[config.mk]
export PLATFORM = sky130hd
export DESIGN_NAME = telecontrol_link_supervisor_top
export DESIGN_NICKNAME = d
export VERILOG_FILES = /design/src/rtl/lsup_pkg.sv /design/src/rtl/telecontrol_link_supervisor_top.sv /design/src/rtl/lsup_front.sv /design/src/rtl/lsup_queue.sv /design/src/rtl/lsup_back.sv
export SDC_FILE = /design/constraint.sdc
export NUM_CORES = 1
export LEC_CHECK = 0
export BUFFER_PORTS_ARGS = -buffer_cell sky130_fd_sc_hd__buf_4
export CAP_MARGIN = 30
export CORE_MARGIN = 2
export CORE_UTILIZATION = 55
export DETAILED_ROUTE_END_ITERATION = 8
export PLACE_DENSITY = 0.69
export SYNTH_ARGS = -nofsm -noshare
export SYNTH_HDL_FRONTEND = slang
export SYNTH_HIERARCHICAL = 1
export SYNTH_SLANG_ARGS = --single-unit
[constraint.sdc]
create_clock -name clk -period 18.9 [get_ports clk]
set_input_delay 1.89 -clock clk [delete_from_list [all_inputs] [get_ports clk]]
set_output_delay 1.89 -clock clk [all_outputs]
set_load 0.02 [all_outputs]
[src/rtl/lsup_pkg.sv]
// ----------------------------------------------------------------------------
// Link supervisor package
// Shared widths, codes, payload types and helpers of the telecontrol link
// supervisor.
// ----------------------------------------------------------------------------
package lsup_pkg;

  localparam int SEQ_W      = 15;
  localparam int TMR_W      = 8;
  localparam int CF_W       = 32;
  localparam int ACT_W      = 3;
  localparam int CFG_IDX_W  = 2;
  localparam int CFG_DATA_W = 15;

  localparam logic [SEQ_W-1:0] SEQ_MAX = 15'h7fff;

  // Result actions.
  localparam logic [ACT_W-1:0] ACT_SFRAME   = 3'd0;
  localparam logic [ACT_W-1:0] ACT_TEST_ACT = 3'd1;
  localparam logic [ACT_W-1:0] ACT_TEST_CON = 3'd2;
  localparam logic [ACT_W-1:0] ACT_INTERRO  = 3'd3;
  localparam logic [ACT_W-1:0] ACT_T1_OUT   = 3'd4;

  // Configuration register indexes.
  localparam logic [CFG_IDX_W-1:0] CFG_T1_TIMEOUT = 2'd0;
  localparam logic [CFG_IDX_W-1:0] CFG_T2_TIMEOUT = 2'd1;
  localparam logic [CFG_IDX_W-1:0] CFG_T3_TIMEOUT = 2'd2;
  localparam logic [CFG_IDX_W-1:0] CFG_ACK_WINDOW = 2'd3;

  // Configuration reset values.
  localparam logic [TMR_W-1:0] T1_TIMEOUT_RST = 8'd15;
  localparam logic [TMR_W-1:0] T2_TIMEOUT_RST = 8'd10;
  localparam logic [TMR_W-1:0] T3_TIMEOUT_RST = 8'd20;
  localparam logic [SEQ_W-1:0] ACK_WINDOW_RST = 15'd8;

  // U-frame function codes, octet one bits 7..2.
  localparam logic [5:0] UCODE_STARTDT_CON = 6'b000010;
  localparam logic [5:0] UCODE_TESTFR_ACT  = 6'b010000;
  localparam logic [5:0] UCODE_TESTFR_CON  = 6'b100000;

  // Armed flag bit positions.
  localparam int FLAG_T1 = 0;
  localparam int FLAG_T2 = 1;
  localparam int FLAG_T3 = 2;

  // Queue between the front and back parts.
  localparam int QDEPTH = 2;
  localparam int QPTR_W = 1;
  localparam int QCNT_W = 2;

  typedef struct packed {
    logic            req_type;
    logic [CF_W-1:0] control_field;
  } lsup_in_t;

  typedef struct packed {
    logic [ACT_W-1:0] action;
    logic [SEQ_W-1:0] recv_seq;
    logic [SEQ_W-1:0] send_seq;
    logic             flush;
    logic             last;
  } lsup_out_t;

  // All results of one input item.
  typedef struct packed {
    logic      two;
    lsup_out_t first;
    lsup_out_t second;
  } lsup_entry_t;

  // Head of the queue as seen by the back part.
  typedef struct packed {
    logic        valid;
    lsup_entry_t entry;
  } lsup_qhead_t;

  function automatic lsup_out_t make_result(input logic [ACT_W-1:0] action,
                                            input logic [SEQ_W-1:0] rs,
                                            input logic [SEQ_W-1:0] ss,
                                            input logic             flush,
                                            input logic             last);
    lsup_out_t r;
    r.action   = action;
    r.recv_seq = rs;
    r.send_seq = ss;
    r.flush    = flush;
    r.last     = last;
    return r;
  endfunction

endpackage

[src/rtl/telecontrol_link_supervisor_top.sv]
// ----------------------------------------------------------------------------
// Telecontrol link supervisor, top level
// Master side of the APCI link control: T1/T2/T3 timers, sequence numbers,
// acknowledgement window, and the control results they trigger.
// ----------------------------------------------------------------------------
// Path: an accepted item's results enter the queue at the accepting edge;
//   the back part then loads the first result into the output register, and
//   a second result of the same item follows it when out_stall is low.
// Throughput: one item per cycle while the queue is not full; the port moves
//   one result per cycle while out_stall is low, so a two-result tick holds it for each of its results.
// Reset: synchronous rst_n clears flags, sequence numbers and queue, reloads
//   the timer counts and restores the configuration defaults.
// ----------------------------------------------------------------------------
module telecontrol_link_supervisor_top (
  input  logic                            clk,
  input  logic                            rst_n,
  input  logic                            in_valid,
  output logic                            in_stall,
  input  lsup_pkg::lsup_in_t              in_data,
  output logic                            out_valid,
  input  logic                            out_stall,
  output lsup_pkg::lsup_out_t             out_data,
  input  logic                            cfg_wr_en,
  input  logic [lsup_pkg::CFG_IDX_W-1:0]  cfg_index,
  input  logic [lsup_pkg::CFG_DATA_W-1:0] cfg_data
);
  import lsup_pkg::*;

  // The front part decodes each item in the cycle it is accepted and writes
  // its results, one or two, as one entry into the queue; an item with no
  // result writes nothing. It stalls the input only when the queue is full, so
  // it keeps taking items while the output side is held up, until the queue fills.
  logic        push;
  lsup_entry_t push_entry;
  logic        q_full;
  logic        pop;
  lsup_qhead_t q_head;

  lsup_front u_front (
    .clk       (clk),
    .rst_n     (rst_n),
    .in_valid  (in_valid),
    .in_stall  (in_stall),
    .in_data   (in_data),
    .cfg_wr_en (cfg_wr_en),
    .cfg_index (cfg_index),
    .cfg_data  (cfg_data),
    .q_full    (q_full),
    .push      (push),
    .push_entry(push_entry)
  );

  // The queue decouples the two parts; each transfer on either side moves
  // independently of the other.
  lsup_queue u_queue (
    .clk       (clk),
    .rst_n     (rst_n),
    .push      (push),
    .push_entry(push_entry),
    .full      (q_full),
    .pop       (pop),
    .head      (q_head)
  );

  // The back part unpacks each entry into single result transfers through
  // its output register.
  lsup_back u_back (
    .clk       (clk),
    .rst_n     (rst_n),
    .head      (q_head),
    .pop       (pop),
    .out_valid (out_valid),
    .out_stall (out_stall),
    .out_data  (out_data)
  );

endmodule

[src/rtl/lsup_front.sv]
// ----------------------------------------------------------------------------
// Link supervisor front part
// Accepts ticks and control fields, keeps the timers, sequence numbers and
// configuration, and pushes the results of each item into the queue.
// ----------------------------------------------------------------------------
module lsup_front (
  input  logic                               clk,
  input  logic                               rst_n,
  input  logic                               in_valid,
  output logic                               in_stall,
  input  lsup_pkg::lsup_in_t                 in_data,
  input  logic                               cfg_wr_en,
  input  logic [lsup_pkg::CFG_IDX_W-1:0]     cfg_index,
  input  logic [lsup_pkg::CFG_DATA_W-1:0]    cfg_data,
  input  logic                               q_full,
  output logic                               push,
  output lsup_pkg::lsup_entry_t              push_entry
);
  import lsup_pkg::*;

  logic [TMR_W-1:0] t1_to_r, t2_to_r, t3_to_r;
  logic [SEQ_W-1:0] ack_win_r;

  logic [2:0]       armed_r, armed_nxt;
  logic [TMR_W-1:0] t1_cnt_r, t1_cnt_nxt;
  logic [TMR_W-1:0] t2_cnt_r, t2_cnt_nxt;
  logic [TMR_W-1:0] t3_cnt_r, t3_cnt_nxt;
  logic [SEQ_W-1:0] recv_r, recv_nxt;
  logic [SEQ_W-1:0] send_r, send_nxt;
  logic [SEQ_W-1:0] unack_r, unack_nxt;

  logic             accept;
  logic [TMR_W-1:0] t1_dec, t2_dec, t3_dec;
  logic             fire2, fire3;
  logic [SEQ_W-1:0] nr_field, ns_inc, unack_inc;
  logic [5:0]       ucode;

  assign in_stall = q_full;
  assign accept   = in_valid && !q_full;

  assign t1_dec = (armed_r[FLAG_T1] && t1_cnt_r != '0) ? t1_cnt_r - 1'b1 : t1_cnt_r;
  assign t2_dec = (armed_r[FLAG_T2] && t2_cnt_r != '0) ? t2_cnt_r - 1'b1 : t2_cnt_r;
  assign t3_dec = (armed_r[FLAG_T3] && t3_cnt_r != '0) ? t3_cnt_r - 1'b1 : t3_cnt_r;
  assign fire2  = armed_r[FLAG_T2] && t2_dec == '0;
  assign fire3  = armed_r[FLAG_T3] && t3_dec == '0;

  assign nr_field  = in_data.control_field[31:17];
  assign ns_inc    = in_data.control_field[15:1] + 1'b1;
  assign unack_inc = (unack_r < SEQ_MAX) ? unack_r + 1'b1 : unack_r;
  assign ucode     = in_data.control_field[7:2];

  always_comb begin
    armed_nxt  = armed_r;
    t1_cnt_nxt = t1_cnt_r;
    t2_cnt_nxt = t2_cnt_r;
    t3_cnt_nxt = t3_cnt_r;
    recv_nxt   = recv_r;
    send_nxt   = send_r;
    unack_nxt  = unack_r;
    push       = 1'b0;
    push_entry = '0;
    if (accept) begin
      if (!in_data.req_type) begin
        t1_cnt_nxt = t1_dec;
        t2_cnt_nxt = t2_dec;
        t3_cnt_nxt = t3_dec;
        if (armed_r[FLAG_T1] && t1_dec == '0) begin
          push             = 1'b1;
          push_entry.first = make_result(ACT_T1_OUT, '0, '0, 1'b0, 1'b1);
        end else begin
          if (fire2) begin
            armed_nxt[FLAG_T2] = 1'b0;
            t2_cnt_nxt         = t2_to_r;
            unack_nxt          = '0;
          end
          if (fire3) begin
            armed_nxt[FLAG_T3] = 1'b0;
            t3_cnt_nxt         = t3_to_r;
            armed_nxt[FLAG_T1] = 1'b1;
            t1_cnt_nxt         = t1_to_r;
          end
          push           = fire2 || fire3;
          push_entry.two = fire2 && fire3;
          if (fire2) begin
            push_entry.first = make_result(ACT_SFRAME, recv_r, '0, 1'b0, !fire3);
          end else begin
            push_entry.first = make_result(ACT_TEST_ACT, '0, '0, 1'b0, 1'b1);
          end
          push_entry.second = make_result(ACT_TEST_ACT, '0, '0, 1'b0, 1'b1);
        end
      end else begin
        // Every frame restarts the idle timer; a STARTDT confirm then disarms it.
        armed_nxt[FLAG_T3] = 1'b1;
        t3_cnt_nxt         = t3_to_r;
        if (!in_data.control_field[0]) begin
          if (nr_field == send_r) begin
            armed_nxt[FLAG_T1] = 1'b0;
            t1_cnt_nxt         = t1_to_r;
          end
          armed_nxt[FLAG_T2] = 1'b1;
          t2_cnt_nxt         = t2_to_r;
          recv_nxt           = ns_inc;
          if (unack_inc >= ack_win_r) begin
            armed_nxt[FLAG_T2] = 1'b0;
            unack_nxt          = '0;
            push               = 1'b1;
            push_entry.first   = make_result(ACT_SFRAME, ns_inc, '0, 1'b1, 1'b1);
          end else begin
            unack_nxt = unack_inc;
          end
        end else if (!in_data.control_field[1]) begin
          if (nr_field == send_r) begin
            armed_nxt[FLAG_T1] = 1'b0;
            t1_cnt_nxt         = t1_to_r;
          end
        end else begin
          priority if (ucode == UCODE_STARTDT_CON) begin
            armed_nxt        = '0;
            t1_cnt_nxt       = t1_to_r;
            t2_cnt_nxt       = t2_to_r;
            t3_cnt_nxt       = t3_to_r;
            unack_nxt        = '0;
            recv_nxt         = '0;
            send_nxt         = SEQ_W'(1);
            push             = 1'b1;
            push_entry.first = make_result(ACT_INTERRO, '0, '0, 1'b0, 1'b1);
          end else if (ucode == UCODE_TESTFR_CON) begin
            armed_nxt[FLAG_T1] = 1'b0;
            t1_cnt_nxt         = t1_to_r;
          end else if (ucode == UCODE_TESTFR_ACT) begin
            push             = 1'b1;
            push_entry.first = make_result(ACT_TEST_CON, '0, '0, 1'b0, 1'b1);
          end else begin
            push = 1'b0;
          end
        end
      end
    end
  end

  always_ff @(posedge clk) begin
    if (!rst_n) begin
      t1_to_r   <= T1_TIMEOUT_RST;
      t2_to_r   <= T2_TIMEOUT_RST;
      t3_to_r   <= T3_TIMEOUT_RST;
      ack_win_r <= ACK_WINDOW_RST;
    end else if (cfg_wr_en) begin
      unique case (cfg_index)
        CFG_T1_TIMEOUT: t1_to_r   <= cfg_data[TMR_W-1:0];
        CFG_T2_TIMEOUT: t2_to_r   <= cfg_data[TMR_W-1:0];
        CFG_T3_TIMEOUT: t3_to_r   <= cfg_data[TMR_W-1:0];
        CFG_ACK_WINDOW: ack_win_r <= cfg_data[SEQ_W-1:0];
      endcase
    end
  end

  always_ff @(posedge clk) begin
    if (!rst_n) begin
      armed_r  <= '0;
      t1_cnt_r <= T1_TIMEOUT_RST;
      t2_cnt_r <= T2_TIMEOUT_RST;
      t3_cnt_r <= T3_TIMEOUT_RST;
      recv_r   <= '0;
      send_r   <= '0;
      unack_r  <= '0;
    end else begin
      armed_r  <= armed_nxt;
      t1_cnt_r <= t1_cnt_nxt;
      t2_cnt_r <= t2_cnt_nxt;
      t3_cnt_r <= t3_cnt_nxt;
      recv_r   <= recv_nxt;
      send_r   <= send_nxt;
      unack_r  <= unack_nxt;
    end
  end

  // A push only ever comes from an accepted item.
  a_push_needs_accept: assert property (@(posedge clk) disable iff (!rst_n)
    push |-> (in_valid && !q_full))
    else $error("front pushed without an accepted item");

  // The last flag sits on the final result of every pushed entry.
  a_last_marks: assert property (@(posedge clk) disable iff (!rst_n)
    push |-> (push_entry.two ? (push_entry.second.last && !push_entry.first.last)
                             : push_entry.first.last))
    else $error("pushed entry has a misplaced last flag");

  // Only a tick can cause two results.
  a_two_from_tick: assert property (@(posedge clk) disable iff (!rst_n)
    (push && push_entry.two) |-> !in_data.req_type)
    else $error("a frame pushed a two-result entry");

endmodule

[src/rtl/lsup_queue.sv]
// ----------------------------------------------------------------------------
// Link supervisor queue
// Short queue of per-item result entries between the front and back parts.
// ----------------------------------------------------------------------------
module lsup_queue (
  input  logic                  clk,
  input  logic                  rst_n,
  input  logic                  push,
  input  lsup_pkg::lsup_entry_t push_entry,
  output logic                  full,
  input  logic                  pop,
  output lsup_pkg::lsup_qhead_t head
);
  import lsup_pkg::*;

  lsup_entry_t       mem_r [QDEPTH];
  logic [QPTR_W-1:0] wr_ptr_r, rd_ptr_r;
  logic [QCNT_W-1:0] cnt_r, cnt_nxt;

  assign full       = cnt_r == QCNT_W'(QDEPTH);
  assign head.valid = cnt_r != '0;
  assign head.entry = mem_r[rd_ptr_r];

  always_comb begin
    cnt_nxt = cnt_r;
    if (push && !pop) begin
      cnt_nxt = cnt_r + 1'b1;
    end else if (pop && !push) begin
      cnt_nxt = cnt_r - 1'b1;
    end
  end

  always_ff @(posedge clk) begin
    if (push) begin
      mem_r[wr_ptr_r] <= push_entry;
    end
  end

  always_ff @(posedge clk) begin
    if (!rst_n) begin
      wr_ptr_r <= '0;
      rd_ptr_r <= '0;
      cnt_r    <= '0;
    end else begin
      if (push) begin
        wr_ptr_r <= wr_ptr_r + 1'b1;
      end
      if (pop) begin
        rd_ptr_r <= rd_ptr_r + 1'b1;
      end
      cnt_r <= cnt_nxt;
    end
  end

  a_cnt_bound: assert property (@(posedge clk) disable iff (!rst_n)
    cnt_r <= QCNT_W'(QDEPTH))
    else $error("queue count beyond depth");

  a_no_overflow: assert property (@(posedge clk) disable iff (!rst_n)
    !(push && full))
    else $error("push into a full queue");

  a_no_underflow: assert property (@(posedge clk) disable iff (!rst_n)
    !(pop && !head.valid))
    else $error("pop from an empty queue");

endmodule

[src/rtl/lsup_back.sv]
// ----------------------------------------------------------------------------
// Link supervisor back part
// Takes entries from the queue and presents their results one per transfer
// from an output register.
// ----------------------------------------------------------------------------
module lsup_back (
  input  logic                  clk,
  input  logic                  rst_n,
  input  lsup_pkg::lsup_qhead_t head,
  output logic                  pop,
  output logic                  out_valid,
  input  logic                  out_stall,
  output lsup_pkg::lsup_out_t   out_data
);
  import lsup_pkg::*;

  logic      out_valid_r;
  lsup_out_t out_r;
  logic      pend_r;
  lsup_out_t pend_res_r;
  logic      load;

  assign load      = !out_valid_r || !out_stall;
  assign pop       = load && !pend_r && head.valid;
  assign out_valid = out_valid_r;
  assign out_data  = out_r;

  always_ff @(posedge clk) begin
    if (load) begin
      if (pend_r) begin
        out_r <= pend_res_r;
      end else if (head.valid) begin
        out_r      <= head.entry.first;
        pend_res_r <= head.entry.second;
      end
    end
  end

  always_ff @(posedge clk) begin
    if (!rst_n) begin
      out_valid_r <= 1'b0;
      pend_r      <= 1'b0;
    end else if (load) begin
      if (pend_r) begin
        out_valid_r <= 1'b1;
        pend_r      <= 1'b0;
      end else begin
        out_valid_r <= head.valid;
        pend_r      <= head.valid && head.entry.two;
      end
    end
  end

  // A second result only waits behind a first one on the port.
  a_pend_behind_out: assert property (@(posedge clk) disable iff (!rst_n)
    pend_r |-> out_valid_r)
    else $error("second result pending with empty output register");

  // No new entry is taken while a second result is still owed.
  a_no_pop_pending: assert property (@(posedge clk) disable iff (!rst_n)
    pend_r |-> !pop)
    else $error("queue popped while a second result is pending");

  // Popping a two-result entry leaves its second result pending.
  a_two_sets_pend: assert property (@(posedge clk) disable iff (!rst_n)
    (pop && head.entry.two) |=> pend_r)
    else $error("second result of an entry was dropped");

endmodule

=== After elaboration in Yosys (flattened, before gate mapping) ===
Memories as Yosys holds them, arrays and structs flattened. A register that Yosys moved wholly into a read port is not among the register bits.
Index checks and enable logic that the tools add are counted.
W data, S select, Z words.

* Mux-type cells: 76
* Divide/modulo/power cells: 0
* Eq/ne operators: 14
* Multiply operators: 0
* $lt $le $gt $ge: 2
* Shift-type cells: 0
* Reduce and logical (&&, ||, !) cells: 47
* Add/subtract/negate cells: 9
* Bitwise operators: 1

{| class="wikitable"
|+ Operators by type and width
! cell !! number
|-
| $mux W35 || 8
|-
| $mux W8 || 20
|-
| $mux W15 || 9
|-
| $mux W33 || 3
|-
| $mux W71 || 1
|-
| $mux W34 || 1
|-
| $mux W32 || 1
|-
| $add A15 B1 Y15 const B || 2
|-
| $mux W1 || 26
|-
| $logic_not A8 Y1 || 3
|-
| $reduce_bool A8 Y1 || 3
|-
| $sub A8 B1 Y8 const B || 3
|-
| $eq A15 B1 Y1 || 1
|-
| $ge A15 B15 Y1 || 1
|-
| $lt A15 B15 Y1 const B || 1
|-
| $logic_and A1 B1 Y1 || 13
|-
| $reduce_and A2 Y1 || 6
|-
| $mux W2 || 5
|-
| $reduce_and A5 Y1 || 2
|-
| $reduce_bool A2 Y1 || 5
|-
| $reduce_and A3 Y1 || 3
|-
| $reduce_and A4 Y1 || 2
|-
| $logic_not A1 Y1 || 7
|-
| $eq A2 B2 Y1 const B || 3
|-
| other kinds (16) || 20
|}

* Latch bits: 0
* Memories kept: 1
* Bits in writable memories: 142
* Output and inout bits: 37
* Register bits after elaboration: 173
* Logic and storage cells: 178
* Bits in read-only memories: 0

{| class="wikitable"
|+ Memories
! memory !! depth !! bits a word !! read ports !! clocked after Yosys merged registers in !! wr ports !! RTL line !! text
|-
| u_queue.mem_r || 2 || 71 || 1 || 1 || 1 || lsup_queue.sv:16 || <nowiki>lsup_entry_t mem_r [QDEPTH];</nowiki>
|}

=== Depth between registers and ports, before layout ===
Gate-level depths: netlist of the first run.

* Depth in word-level cells: 13
* Gate-level depth with buffers: 21
* Mapped depth without buffers: 20

=== By module ===
The synthesis of the first run kept the hierarchy.

{| class="wikitable"
|+ Modules (own cells, without submodules)
! module !! area each (um^2) !! cells each !! times used !! seq. area each (um^2)
|-
| lsup_front || 6457.4 || 847 || 1 || 1941.9
|-
| lsup_queue || 5368.9 || 243 || 1 || 4364.2
|-
| lsup_back || 2812.7 || 121 || 1 || 2142.1
|}

=== Worst setup path before layout of the first run ===
Ideal clock, no wire load.

* Kind: register -> register
* Start: register u_front.unack_r[2]
* End: memory u_queue/mem_r[0][0] in the netlist's numbering, enable pin
* Slack: 11.965 ns
* Data required time: 18.390 ns
* Arrival time: 6.425 ns
* Buffers on the path: 1
* Cell stages (with the launch flop): 19
* Cells stage by stage: dfxtp_1 -> clkbuf_1 -> and4_1 -> nand4_1 -> nor4_1 -> nand3_1 -> nand2_1 -> or3_1 -> nand2_1 -> ha_1 -> a21o_1 -> a21o_1 -> a21o_1 -> a221oi_1 -> nand2_1 -> a2bb2oi_1 -> o311ai_0 -> nor2_1 -> nor2b_1

* Word-level cells in the longest chain between the ends: 9
* Elaborated cells between the ends (all ways): 10
* Those cells by class: 1 x add/sub; 2 x order compare; 7 x mux

{| class="wikitable"
|+ Ends and longest elaborated chain
! element !! RTL line !! text
|-
| from (decl) || lsup_front.sv:30 || <nowiki>logic [SEQ_W-1:0] unack_r, unack_nxt;</nowiki>
|-
| from (signal assigned) || lsup_front.sv:173 || <nowiki>unack_r <= unack_nxt;</nowiki>
|-
| $add A15 B1 Y15 / $lt A15 B15 Y1 (equally long branches) || lsup_front.sv:49 || <nowiki>assign unack_inc = (unack_r < SEQ_MAX) ? unack_r + 1'b1 : unack_r;</nowiki>
|-
| $mux W15 * || lsup_front.sv:49 ||
|-
| $ge A15 B15 Y1 * || lsup_front.sv:103 || <nowiki>if (unack_inc >= ack_win_r) begin</nowiki>
|-
| $mux W1 * || lsup_front.sv:103 ||
|-
| $mux W1 * || lsup_front.sv:95 || <nowiki>if (!in_data.control_field[0]) begin</nowiki>
|-
| $mux W1 * || lsup_front.sv:63 || <nowiki>if (!in_data.req_type) begin</nowiki>
|-
| $mux W1 * || lsup_front.sv:62 || <nowiki>if (accept) begin</nowiki>
|-
| via push || telecontrol_link_supervisor_top.sv:33 || <nowiki>logic push;</nowiki>
|-
| $mux W1 * || lsup_queue.sv:34 || <nowiki>if (push) begin</nowiki>
|-
| $mux W1 (implied by the code) * || lsup_queue.sv:35 || <nowiki>mem_r[wr_ptr_r] <= push_entry;</nowiki>
|-
| to (decl) || lsup_queue.sv:16 ||
|}

Mark *: on every way through the listed nets, which the timed path passes. The rest lies on a longest branch.

=== Worst setup path after layout of the first run ===
* Start: register u_front.unack_r[2]
* End: memory u_queue/mem_r[1][47] in the netlist's numbering, enable pin

Same word-level chain as after synthesis.

==> results.cfg, run 1 <==
[status]
outcome = complete, but fails checks
violations = design-rule violations

[global_route]
grt_pass1_wl_microns = 46000
use_met3_pct = 4.21
grt_busiest_layer = met2
grt-ovfl-total = 0
grt.met1_usage_pct = 26.9
grt_pass1_vias = 8960
grt_max_degree = 72
grt_usage_pct = 20.4
grt_util_met2_pct = 34.5
antenna_found_initial = 4

[critical_path]
critPathKind = flop to flop
cp_max_fo = 57
crit_buf_inv = 2
cp_num_cells = 19
rr_startpoint = u_front/unack_r[2]
critPathLaunchType = flop
r2r-end = u_queue/mem_r[1][47]
r2r_cells = 19
crit_family = simple AND/OR/NAND/NOR gates
cp_slowest_stage_delay_ns = 0.51
crit_required_ns = 19.11
r2r_slack_ns = 13.56
slowest_stage = dfxtp_1
worstPathArrival_ns = 5.55
worstPathCellList = and4_1 > nand4_1 > nor4_1 > nand3_1 > nand2_1 > or3_1 > nand2_1 > ha_1 > a21o_1 > a21o_1 > a21o_1 > a221oi_1 > nand2_1 > a2bb2oi_1 > o311ai_0 > nor2_1 > and2_2 > buf_4 > buf_16
end_kind = flop

[synth]
synth_edf_count = 212
syn-instance-count = 1211
syn_area_sq_um = 14600
yosys-top-cells-area = edfxtp_1, dfxtp_1, mux2_2
yosysMostFrequentCell = edfxtp_1
synthFlopType = edfxtp_1
ys_seq_elements = 316
postSynth.asyncResetShare_pct = 0
yosys.area.top_type_share_pct = 43.5
synth_cell_type_count = 80
synth_common_cells = edfxtp_1, nand2_1, dfxtp_1, mux2_2, a21oi_1
avgSynthCellArea_sq_um = 12.1
synth_warnings = 6
yosysSeqAreaShare_pct = 57.7
synth_largest_area_cell = edfxtp_1

[floorplan]
ios = 92
fp.dieH_microns = 167
die_area_sq_um = 27900
coreArea_sq_um = 26100
fp.dieW_microns = 167
start_util_pct = 56.0
fp-row-count = 59

[timing]
hold_viol_final = 0
clock.fmax_mhz = 187
whs_ns = 0.455
fin_crit_ns = 5.34
finalCritPeriodShare_pct = 28.2
skew_ns = 0.0185
rsz0062_at_grt = false
drv_slew = 0
slew_headroom_pct = 35.9
worst_pin_slew_ns = 0.957
finalSetupViolations = 0
totalNegativeSetupSlack_ns = 0

[clock_network]
h-tree-depth = 2
clk_path_buf_depth = 3
root_buffer = clkbuf_16
ctsResizeCount = 0
hold_buffers = 0
numCtsBuffers = 34
cts_tree = yes
cts_setup_buffers = 0
insertion_delay_ns = 0.52
cts_sinks = 316
clk_pin_slew_ns = 0.06

[finish]
final_core_util_pct = 63.0
multi_input_area_sq_um = 5510
syn_to_final_growth_pct = 12.5
nFillCells = 2077
drive_above_1_share_pct = 22.5
regArea_sq_um = 8450
final_nets = 1370

[worst_hold_path]
hp-class = flop to flop
min-delay-start = u_front/ack_win_r[10]
holdPathEnd = u_front/ack_win_r[10]
hold-path-cell-count = 2

[routing]
wl_per_cell_microns = 17.0
firstDrtPassIters = 7
drc = 8
via_per_inst = 5.61
antenna_left = 0
wl_microns = 28100
vias = 9281
drtIter0Drc = 668

[power_and_ir_drop]
powerDensity_nw_per_um2 = 118
power_leakage_nw = 6.06
power_mw = 1.95
irDropWorstVdd_mv = 0.0812

[place]
numPortBuffers = 90
hpwl_microns = 18300
place_congestion = 0.871

[run]
drv_cap = 0
==> final cells by class <==
type	count	share of cell area [%]
Sequential cell	316	51.3
Antenna cell	2	0.0304
Clock inverter	15	0.980
Timing Repair Buffer	105	5.23
Multi-Input combinational cell	799	33.4
Clock buffer	45	5.67
Inverter	36	0.820
Tap cell	335	2.54
==> where the power goes <==
part | leakage (nW) | internal (mW) | switching, mW
registers | 2.83 | 0.870 | 0.0384
clock network | 0.529 | 0.379 | 0.264
logic | 2.71 | 0.178 | 0.220
==> cells by family (layout without fill, tap and decap cells) <==
family | Yosys count | after routing | synth area share, %
mux | 132 | 132 | 10.9
simple gates | 357 | 357 | 12.1
fa+ha+maj | 23 | 23 | 1.97
compound gates | 210 | 210 | 9.60
buf+inv | 143 | 201 | 6.01
other cells | 1 | 50 | 0.0256
xor+xnor | 29 | 29 | 1.74
flops | 316 | 316 | 57.7
==> through the flow <==
stage | setup slack, ns | instance area [sq um] | std cells
after floorplan | 11.97 | 14800 | 1258
after global placement | 13.41 | 15300 | 1586
after detailed placement | 13.59 | 15300 | 1590
after CTS | 13.57 | 16400 | 1650
after global routing | 13.13 | 16500 | 1651
final | 13.56 | 16500 | 1653
==> state kept, by name, indices dropped and copies added, names as in the netlist, 2 cells and up, named ones only <==
signal	cells
u_front/t3_to_r	8
u_front/recv_r	15
u_back/out_data	35
u_front/t3_cnt_r	8
u_front/unack_r	15
u_queue/cnt_r	2
u_back/pend_res_r	35
u_front/t2_cnt_r	8
u_front/t1_cnt_r	8
u_front/t1_to_r	8
u_front/armed_r	3
u_queue/mem_r	142
u_front/t2_to_r	8
u_front/ack_win_r	15
==> placed cells by master, fill, tap and decap left out, types with 7 or more instances in the layout <==
cell | netlist | routed
inv_1 | 36 | 35
o21ai_0 | 31 | 30
a21o_1 | 11 | 11
nor3_1 | 19 | 19
nand3_1 | 38 | 38
nand2_1 | 132 | 132
clkbuf_1 | 33 | 8
xor2_1 | 18 | 18
nor2b_1 | 9 | 8
conb_1 | 1 | 48
a31oi_1 | 14 | 14
and3_1 | 12 | 12
nor3b_1 | 8 | 7
mux2_4 | 34 | 34
clkbuf_16 | 0 | 35
nand4_1 | 14 | 14
nor2_1 | 68 | 67
a21oi_1 | 69 | 69
xnor2_1 | 11 | 11
ha_1 | 23 | 23
buf_4 | 53 | 101
mux2i_1 | 20 | 20
a22o_1 | 25 | 25
dfxtp_1 | 104 | 102
mux2_2 | 78 | 78
edfxtp_1 | 212 | 212
and2_1 | 9 | 8
==> per-layer routing <==
| layer | part of all wire (%) | vias up |
|---|---|---|
| li1 | - | 4531 |
| met4 | 1.7 | 4 |
| met2 | 48 | 191 |
| met1 | 44 | 4512 |
| met3 | 5.6 | 43 |
| met5 | 0.092 | - |
==> worst max-delay path by stage <==
stage,end,startpoint
6_report,u_queue/mem_r[1][47],u_front/unack_r[2]
3_5_place_dp,u_queue/mem_r[1][22],u_front/unack_r[2]
4_1_cts,u_queue/mem_r[1][57],u_front/unack_r[2]
2_1_floorplan,u_queue/mem_r[0][0],u_front/unack_r[2]
3_3_place_gp,u_queue/mem_r[0][22],u_front/unack_r[2]
5_1_grt,u_queue/mem_r[1][55],u_front/unack_r[2]
==> tightest hold or removal path, delay by kind of cell (launching register included) <==
kind             cells  cell delay, ns
flip-flops           1            0.31
AND/OR/NAND/NOR      1            0.05
AO/OA/AOI/OAI        1            0.05
No activity file was read; power rests on OpenSTA's default activity.
==> run 2, diff against run 1 <==
- PLACE_DENSITY: 0.69 -> 0.72
- clock period: 18.9 -> 4.71 ns (I/O delays scaled with it)
==> results.cfg, run 2 (synthesized netlist as in run 1, its figures left out) <==
[place]
numPortBuffers = 90
hpwl_microns = 18400
place_congestion = 0.900
place_ws_ns = -0.172

[clock_network]
hold_buffers = 0
cts_tree = yes
insertion_delay_ns = 0.51
cts_sinks = 316
numCtsBuffers = 34
root_buffer = clkbuf_16
clk_path_buf_depth = 3
clk_pin_slew_ns = 0.06
h-tree-depth = 2

[worst_hold_path]
holdPathEnd = u_front/ack_win_r[14]
hp-class = input port to flop
min-delay-start = cfg_data[14]
hold-path-cell-count = 3

[status]
outcome = complete, but fails checks
violations = design-rule violations

[floorplan]
fp.dieH_microns = 167
die_area_sq_um = 27900
ios = 92
fp-row-count = 59
start_util_pct = 56.0
coreArea_sq_um = 26100
fp.dieW_microns = 167

[global_route]
grt_pass1_vias = 9061
grt-ovfl-total = 0
grt_pass1_wl_microns = 45500
grt_usage_pct = 20.0
antenna_found_initial = 3
grt_max_degree = 72

[power_and_ir_drop]
p_sw_mw = 2.07
switching_share_pct = 26.9
clock_power_share_pct = 31.9
power_leakage_nw = 6.10
p_int_mw = 5.63
pwr-share-comb_pct = 20.8
irDropWorstVdd_mv = 0.250
pwr-share-seq_pct = 47.4
power_mw = 7.69
powerDensity_nw_per_um2 = 466

[critical_path]
critPathLaunchType = flop
rr_startpoint = u_front/unack_r[5]
cp_slowest_stage_delay_ns = 0.39
crit_path_frequent_cell = a21o_1
end_kind = flop
cp_max_fo = 6
worstPathArrival_ns = 4.82
crit_family = simple AND/OR/NAND/NOR gates
slowest_stage = dfxtp_1
r2r-end = u_queue/cnt_r[1]
critPathKind = flop to flop
worstPathCellList = and4_1 > nand4_1 > nor4_4 > nand3_2 > nand2_2 > or3_1 > nand2_1 > ha_1 > a21o_1 > a21o_1 > a21o_1 > a221oi_2 > nand2_1 > a2bb2oi_2 > o311ai_2 > buf_4 > nor2_2 > ha_1 > or3_1 > a21boi_1
r2r_slack_ns = 0.33
crit_buf_inv = 1
r2r_cells = 20
crit_required_ns = 5.15

[timing]
skew_ns = 0.0226
slew_headroom_pct = 34.6
finalSetupViolations = 0
fin_ws_ns = 0.335
finalCritPeriodShare_pct = 92.9
worst_pin_slew_ns = 0.976
clock.fmax_mhz = 229
fin_crit_ns = 4.38
drv_slew = 0
hold_viol_final = 0
whs_ns = 0.217
rsz0062_at_grt = false

[routing]
antenna_left = 0
vias = 9398
via_per_inst = 5.67
wl_microns = 28400
drc = 12
firstDrtPassIters = 8
drtIter0Drc = 649
wl_per_cell_microns = 17.1

[finish]
final_core_util_pct = 63.2
largest_register = u_queue/mem_r
final_nets = 1377
largest_reg_flops = 142
syn_to_final_growth_pct = 12.8
mostFrequentLayoutCell = edfxtp_1
final_cell_mix = edfxtp_1, nand2_1, buf_4
drive_above_1_share_pct = 23.4

[run]
drv_cap = 0
==> run 2: worst max-delay path by stage <==
stage                       start                  end  cells after the start
6_report       u_front/unack_r[5]     u_queue/cnt_r[1]                     20
2_1_floorplan  u_front/unack_r[3]  u_queue/mem_r[0][0]                     18
3_3_place_gp   u_front/unack_r[4]     u_queue/cnt_r[1]                     20
4_1_cts        u_front/unack_r[4]     u_queue/cnt_r[1]                     20
5_1_grt        u_front/unack_r[5]     u_queue/cnt_r[1]                     20
3_5_place_dp   u_front/unack_r[4]     u_queue/cnt_r[1]                     20
==> run 2: through the flow <==
stage,area [sq um],std cells,TNS (ns)
after floorplan,14800,1258,0
after CTS,16400,1654,0
final,16500,1658,0
after global routing,16500,1657,0
after detailed placement,15400,1595,-4.54
after global placement,15400,1595,-0.0596
==> run 2: tightest hold or removal path, stage by stage <==
cell and delay (ns):
buf_4 0.11, nand2_1 0.04, a21oi_1 0.05
==> run 2: timing repair <==
action                     in CTS  in global routing
resized for setup               2                  9
pin swaps                       0                  3
setup buffers                   0                  1
gates cloned                    0                  1
setup endpoints to repair      73                144
==> run 2: per-layer routing <==
metal / GRT usage (%) / wire [microns] / share of wire (%) / vias to the layer above
met4: 6.16 / 768 / 2.7 / 4
met5: 0 / 30 / 0.11 / -
met3: 3.57 / 1320 / 4.7 / 62
met2: 35.0 / 14000 / 49 / 221
met1: 25.6 / 12300 / 43 / 4568
li1: - / - / - / 4543
==> run 2: final cells by class <==
class	count	area, sq um
Antenna cell	1	2.50
Clock buffer	43	910
Clock inverter	16	123
Inverter	36	135
Tap cell	335	419
Sequential cell	316	8450
Fill cell	2050	9620
Timing Repair Buffer	112	916
Multi-Input combinational cell	799	5560
==> run 2: power groups by stage <==
stage / sequential [mW] / clock, mW / combinational [mW]
6_report: 3.64 / 2.45 / 1.60
5_1_grt: 3.69 / 2.62 / 1.72
4_1_cts: 3.65 / 2.50 / 1.59
3_5_place_dp: 3.71 / 0 / 1.58
3_3_place_gp: 3.68 / 0 / 1.55
2_1_floorplan: 3.89 / 0 / 0.942
==> run 3, diff against run 2 <==
- CORE_UTILIZATION: 55 -> 38
- PLACE_DENSITY: 0.72 -> 0.52
- SETUP_SLACK_MARGIN: default -> 0.02
==> results.cfg, run 3 (synthesized netlist as in run 1, its figures left out) <==
[power_and_ir_drop]
powerDensity_nw_per_um2 = 470
pwr-share-seq_pct = 45.8
p_int_mw = 5.84
clock_power_share_pct = 33.7
p_sw_mw = 2.16
irDropWorstVdd_mv = 0.199
pwr-share-comb_pct = 20.6
power_leakage_nw = 6.26
switching_share_pct = 27.0

[clock_network]
clk_pin_slew_ns = 0.06
cts_sinks = 316
h-tree-depth = 2
insertion_delay_ns = 0.51
root_buffer = clkbuf_16
cts_tree = yes
hold_buffers = 0
numCtsBuffers = 36
clk_path_buf_depth = 3

[routing]
antenna_left = 0
vias = 9261
firstDrtPassIters = 5
drc = 0
wl_per_cell_microns = 16.7
via_per_inst = 4.99
wl_microns = 30900
drtIter0Drc = 379

[timing]
rsz0062_at_grt = false
finalSetupViolations = 0
slew_headroom_pct = 34.2
drv_slew = 0
clock.fmax_mhz = 229
fin_crit_ns = 4.36
skew_ns = 0.0201
finalCritPeriodShare_pct = 92.6
worst_pin_slew_ns = 0.982
fin_ws_ns = 0.348
hold_viol_final = 0
totalNegativeSetupSlack_ns = 0

[floorplan]
start_util_pct = 38.7
die_area_sq_um = 40100
fp.dieW_microns = 200
fp-row-count = 71
coreArea_sq_um = 37800
ios = 92
fp.dieH_microns = 200

[critical_path]
worstPathArrival_ns = 4.81
slowest_stage = dfxtp_1
worstPathCellList = and4_1 > nand4_1 > nor4_4 > nand3_2 > nand2_2 > or3_1 > nand2_1 > ha_1 > a21o_1 > a21o_1 > a21o_1 > a221oi_2 > nand2_1 > a2bb2oi_2 > o311ai_2 > buf_4 > nor2_1 > ha_1 > xor2_1 > or3_1 > a21boi_1
crit_path_frequent_cell = a21o_1
critPathLaunchType = flop
crit_start = u_front/unack_r[4]
rr_startpoint = u_front/unack_r[4]
crit_required_ns = 5.16
cp_max_fo = 6
cp_slowest_stage_delay_ns = 0.33
critPathKind = flop to flop
end_kind = flop

[global_route]
grt_pass1_vias = 9203
grt_max_degree = 59
grt_pass1_wl_microns = 50000
grt-ovfl-total = 0
grt_usage_pct = 15.4
antenna_found_initial = 4

[finish]
largest_register = u_queue/mem_r
final_nets = 1397
syn_to_final_growth_pct = 16.4
largest_reg_flops = 142
final_cell_mix = edfxtp_1, nand2_1, buf_4
mostFrequentLayoutCell = edfxtp_1
drive_above_1_share_pct = 24.5

[worst_hold_path]
hp-class = input port to flop
min-delay-start = cfg_data[11]

[place]
place_congestion = 0.810
place_ws_ns = 0.0117
hpwl_microns = 20700
numPortBuffers = 90

[run]
drv_cap = 0

[status]
outcome = completed
[run 3: changes by cell type in the layout (fill, tap and decap cells not counted), sizes merged]
cell      before  now
buf          111  130
bufinv         1    2
clkbuf        44   48
clkinv        14   12
clkinvlp       1    2
[run 3: per-layer routing]
metal	vias up	GRT usage (%)	wire, microns
li1	4596	-	-
met1	4457	20.4	14100
met2	151	25.9	15000
met3	51	3.04	1310
met4	6	3.70	520
met5	-	0	46
[run 3: worst paths after layout]
kind                                              end  slack [ns]  depth (start not counted)
worst min register to register      u_front/recv_r[4]        0.45                          2
worst min-delay path            u_front/ack_win_r[11]        0.21                          3
worst max-delay path                 u_queue/cnt_r[1]        0.35                         21
worst max register to register       u_queue/cnt_r[1]        0.35                         21
[run 3: final cells by class]
class	instances	area, sq um
inverter	36	135
timing repair buffer	130	1110
fill	3574	20800
sequential	316	8450
antenna	1	2.50
multi-input combinational	799	5550
clock inverter	16	148
clock buffer	48	997
tap	511	639
[run 3: what timing repair did]
item | in CTS | in global routing
gates resized for setup | 0 | 6
buffers inserted | 2 | 0
endpoints found under the setup margin | 44 | 145
pin swaps | 0 | 1
[run 3: worst max-delay path: cells and delay by family (launching register included)]
family / cells / cell delay, ns
AO/OA/AOI/OAI: 7 / 1.36
flip-flops: 1 / 0.33
adder cells (fa/ha/maj): 2 / 0.51
AND/OR/NAND/NOR: 10 / 1.82
buffers and inverters: 1 / 0.16
XOR/XNOR: 1 / 0.15
[run 3: power groups by stage]
stage	Clock (mW)	Combinational [mW]	Sequential [mW]
floorplan	0	0.942	3.89
global placement	0	1.62	3.73
detailed placement	0	1.67	3.73
CTS	2.79	1.68	3.67
global route	2.90	1.78	3.71
finish	2.69	1.64	3.66
[run 3: per-stage QoR]
stage                     hold WS (ns)  utilization [%]  std cells  cell area [sq um]  total power, mW
after CTS                        0.184             44.9       1856              17000             8.15
after detailed placement         0.448             41.8       1790              15800             5.40
final                            0.205             45.0       1857              17000             8.00
after floorplan                  0.433                -       1258              14800             4.83
after global placement           0.442             41.7       1789              15800             5.35
after global routing             0.198             45.0       1856              17000             8.39
